## config.mk

```make
export PLATFORM = sky130hd
export DESIGN_NAME = mods_ram
export DESIGN_NICKNAME = d
export VERILOG_FILES = /design/src/rtl/core/mods_ram.sv
export SDC_FILE = /design/constraint.sdc
export NUM_CORES = 1
export LEC_CHECK = 0
export ABC_CLOCK_PERIOD_IN_PS = 4200
export BUFFER_PORTS_ARGS = -buffer_cell sky130_fd_sc_hd__buf_2
export CORE_AREA = 2 2 105 107
export CTS_CLUSTER_SIZE = 12
export DETAILED_ROUTE_END_ITERATION = 8
export DIE_AREA = 0 0 107 109
export PLACE_DENSITY = 0.67
export SYNTH_ARGS = -nofsm -noshare
export SYNTH_HDL_FRONTEND = slang
export SYNTH_SLANG_ARGS = --single-unit
```

## constraint.sdc

```tcl
create_clock -name clk -period 4.2 [get_ports clk]
set_input_delay 0.42 -clock clk [delete_from_list [all_inputs] [get_ports clk]]
set_output_delay 0.42 -clock clk [all_outputs]
set_load 0.02 [all_outputs]
```

## src/rtl/core/mods_ram.sv

```systemverilog
`timescale 1ns / 1ps

module mods_ram #(
  parameter int WIDTH = 8,
  parameter int DEPTH = 16,
  localparam int AW = (DEPTH > 1) ? $clog2(DEPTH) : 1
) (
  input  logic             clk,
  input  logic             we,
  input  logic [AW-1:0]    waddr,
  input  logic [WIDTH-1:0] wdata,
  input  logic             re,
  input  logic [AW-1:0]    raddr,
  output logic [WIDTH-1:0] rdata
);

  logic [WIDTH-1:0] mem [DEPTH];

  always_ff @(posedge clk) begin
    if (we) begin
      mem[waddr] <= wdata;
    end
    if (re) begin
      rdata <= mem[raddr];
    end
  end

endmodule

```

==> summary.txt <==
CTS
  – Clock-pin slew of the registers on the worst-case setup and hold paths: around 60 ps
  – Sink Count: 136
  – CTS Buffer Depth: 2
  – Htree depth: 4
  – Num CTS Buffers: 17
  – Clock Root Buffer: clkbuf_8
  – Hold buffer count at CTS: 0
  – Skew-Pair Late Insertion Delay: 510 ps
  – # resized after CTS: 0
  – CTS tree: built
  – Post-CTS Setup Repair Bufs: 0

Final layout
  – Diodes inserted: 0
  – Fraction of layout cells with a size suffix above 1: 28.3%
  – NumNets Final: around 290
  – Fillers: 772
  – Synthesis-to-finish area growth: 15.9%

Route
  – Post-DRT Antenna Nets: 0
  – Drt pass-1 iters: 5
  – # DRC: 0
  – Routed vias: 2404
  – Initial DRC Count: 224
  – Overall routed net length: 9.53 mm
  – Vias per cell: approximately 5.7
  – DR WL/cell: 22.7 um

Floorplanning
  – Horiz. Die Dim: 107 um
  – Starting density of the core: 49.3%
  – Core Area: 0.0106 mm2
  – Io pins: 27
  – Die Ht: 109 um
  – FP Rows: 38
  – Die footprint: 0.0117 mm2

STA
  – RSZ-0062 raised after global routing: false
  – Fin Setup TNS: 0 ps
  – Min cycle time layout: 2020 ps
  – Maximum clock rate: 495 MHz
  – Setup violations, final: 0
  – Slew margin rel.: 29.5%
  – Slew @ Worst Pin: ~1100 ps
  – Final hold vios: 0
  – Min Hold Slack: around 270 ps
  – Final worst path period share: 48.1%
  – Clock skew: between 5 and 6 ps
  – Max-slew violation count: 0

Setup path
  – Critical Path AT: roughly 2300 ps
  – Crit end category: flip-flop
  – Slowest cell delay on critical path: ~760 ps
  – CP delay by family, top: buffers and inverters
  – Worst Path Buf+Inv: 1
  – CP Data Required Time: 4460 ps
  – Slowest stage cell, crit path: buf_2
  – CP Class: in2reg
  – Critical path, cell by cell: buf_2 -> mux4_1 -> a22oi_1 -> nand2_1
  – Worst-path fanout max: 32
  – Startpoint types: primary input

Yosys
  – Top_reg_cell synth: edfxtp_1
  – Ranking of synthesized cells by area: edfxtp_1 (78%), mux4_2 (7.8%), mux4_1 (7.0%)
  – Synth area leader: edfxtp_1
  – Synth cell types: 18
  – #FFs+latches synth: 136
  – Cells after Synth: 229
  – EDFF count, synth: 136
  – Seq/Total Area, Yosys: 78.1%
  – Post-synth top cells: edfxtp_1 (136), mux4_2 (18), a22oi_1 (16)
  – Syn_area_per_cell: between 20 and 25 um2
  – Yosys warning count: 0
  – Top cell type's share of synthesized area: 78.1%
  – Most common cell in the netlist: edfxtp_1
  – Post-Syn Area: 0.00523 mm2
  – Synthesized Nets: between 200 and 250
  – Async SR Flop Fraction: 0%

Placement
  – Dpl hpwl: 5.84 mm
  – Gpl congestion: a little over 0.7
  – IO Port Bufs: 26

GRT
  – Number of global-route vias before repair: 2378
  – Largest net degree at the start of global routing: 33
  – First-pass GRT wire length: 14.4 mm
  – Overflow after GRT: 0
  – Total track usage: 18.1%
  – Antenna violations before repair: 0

Status
  – Status: complete, no violations

Run
  – Max-cap check violation count: 0

Power
  – Total leakage power: between 1.5 and 2 nW
  – Worst VDD drop: 233 uV
  – Cell Pwr Density: 517 mW/mm2

Hold path
  – HP Class: in2reg
## power breakdown
group,leakage [nW],switching (mW),internal [mW]
combinational,0.486,0.0843,0.0532
clock,0.272,0.555,0.904
sequential,1.24,0.00722,1.53
## stage by stage
stage | utilization (%) | total power [mW] | area [um2] | instances | setup WS (ps)
5_1_grt | 57.2 | 3.22 | 6060 | 419 | 2020
2_1_floorplan | - | 1.65 | 5230 | 229 | 2290
3_5_place_dp | 51.6 | 1.70 | 5470 | 387 | 1620
3_3_place_gp | 51.6 | 1.70 | 5470 | 387 | 1640
4_1_cts | 57.2 | 3.15 | 6060 | 419 | 2160
6_report | 57.2 | 3.13 | 6060 | 419 | 2180
## logic make-up after synthesis
family / count (synthesis) / share of synthesized area, %
flops: 136 / 78.1
simple gates: 35 / 3.14
compound gates: 16 / 2.30
mux: 32 / 14.8
buf+inv: 10 / 1.65
## worst paths after layout
| kind | endpoint | depth (start not counted) | startpoint | slack, ps |
|---|---|---|---|---|
| setup reg to reg | rdata[2]$_DFFE_PP_ | 3 | mem[1][2]$_DFFE_PP_ | 2660 |
| hold / removal | rdata[5]$_DFFE_PP_ | 1 | re | 270 |
| setup / recovery | rdata[2]$_DFFE_PP_ | 4 | raddr[0] | 2180 |
| hold reg to reg | rdata[0]$_DFFE_PP_ | 3 | mem[12][0]$_DFFE_PP_ | 740 |
## sequential cells by signal, indices dropped and copies added, names as in the netlist
register  cells
rdata         8
mem         128
## placed cells by master, fill, tap and decap left out, types with 2 or more instances in the layout
cell type and count:
a22oi_1 16, mux4_1 14, nand2_1 9, buf_2 26
inv_6 3, buf_4 2, nor2_1 13, nand2b_1 2
clkbuf_16 16, nor3_1 2, bufinv_16 3, edfxtp_1 136
mux4_2 18, clkinvlp_4 5, clkinv_1 2, nor3_2 2
nand3b_1 2
## layout make-up
class / instances / area, um2 / area share [%]
Sequential cell: 136 / 4080 / 67.4
Multi-Input combinational cell: 83 / 1070 / 17.6
Clock buffer: 17 / 414 / 6.83
Clock inverter: 15 / 175 / 2.89
Tap cell: 140 / 175 / 2.89
Timing Repair Buffer: 28 / 145 / 2.39
## per-layer routing
layer / part of all wire (%) / GRT usage (%)
met1: 45 / 25.1
met2: 49 / 28.0
met3: 4.4 / 4.72
met4: 0.90 / 6.96
met5: 0 / 0
No activity file was read; power rests on OpenSTA's default activity.
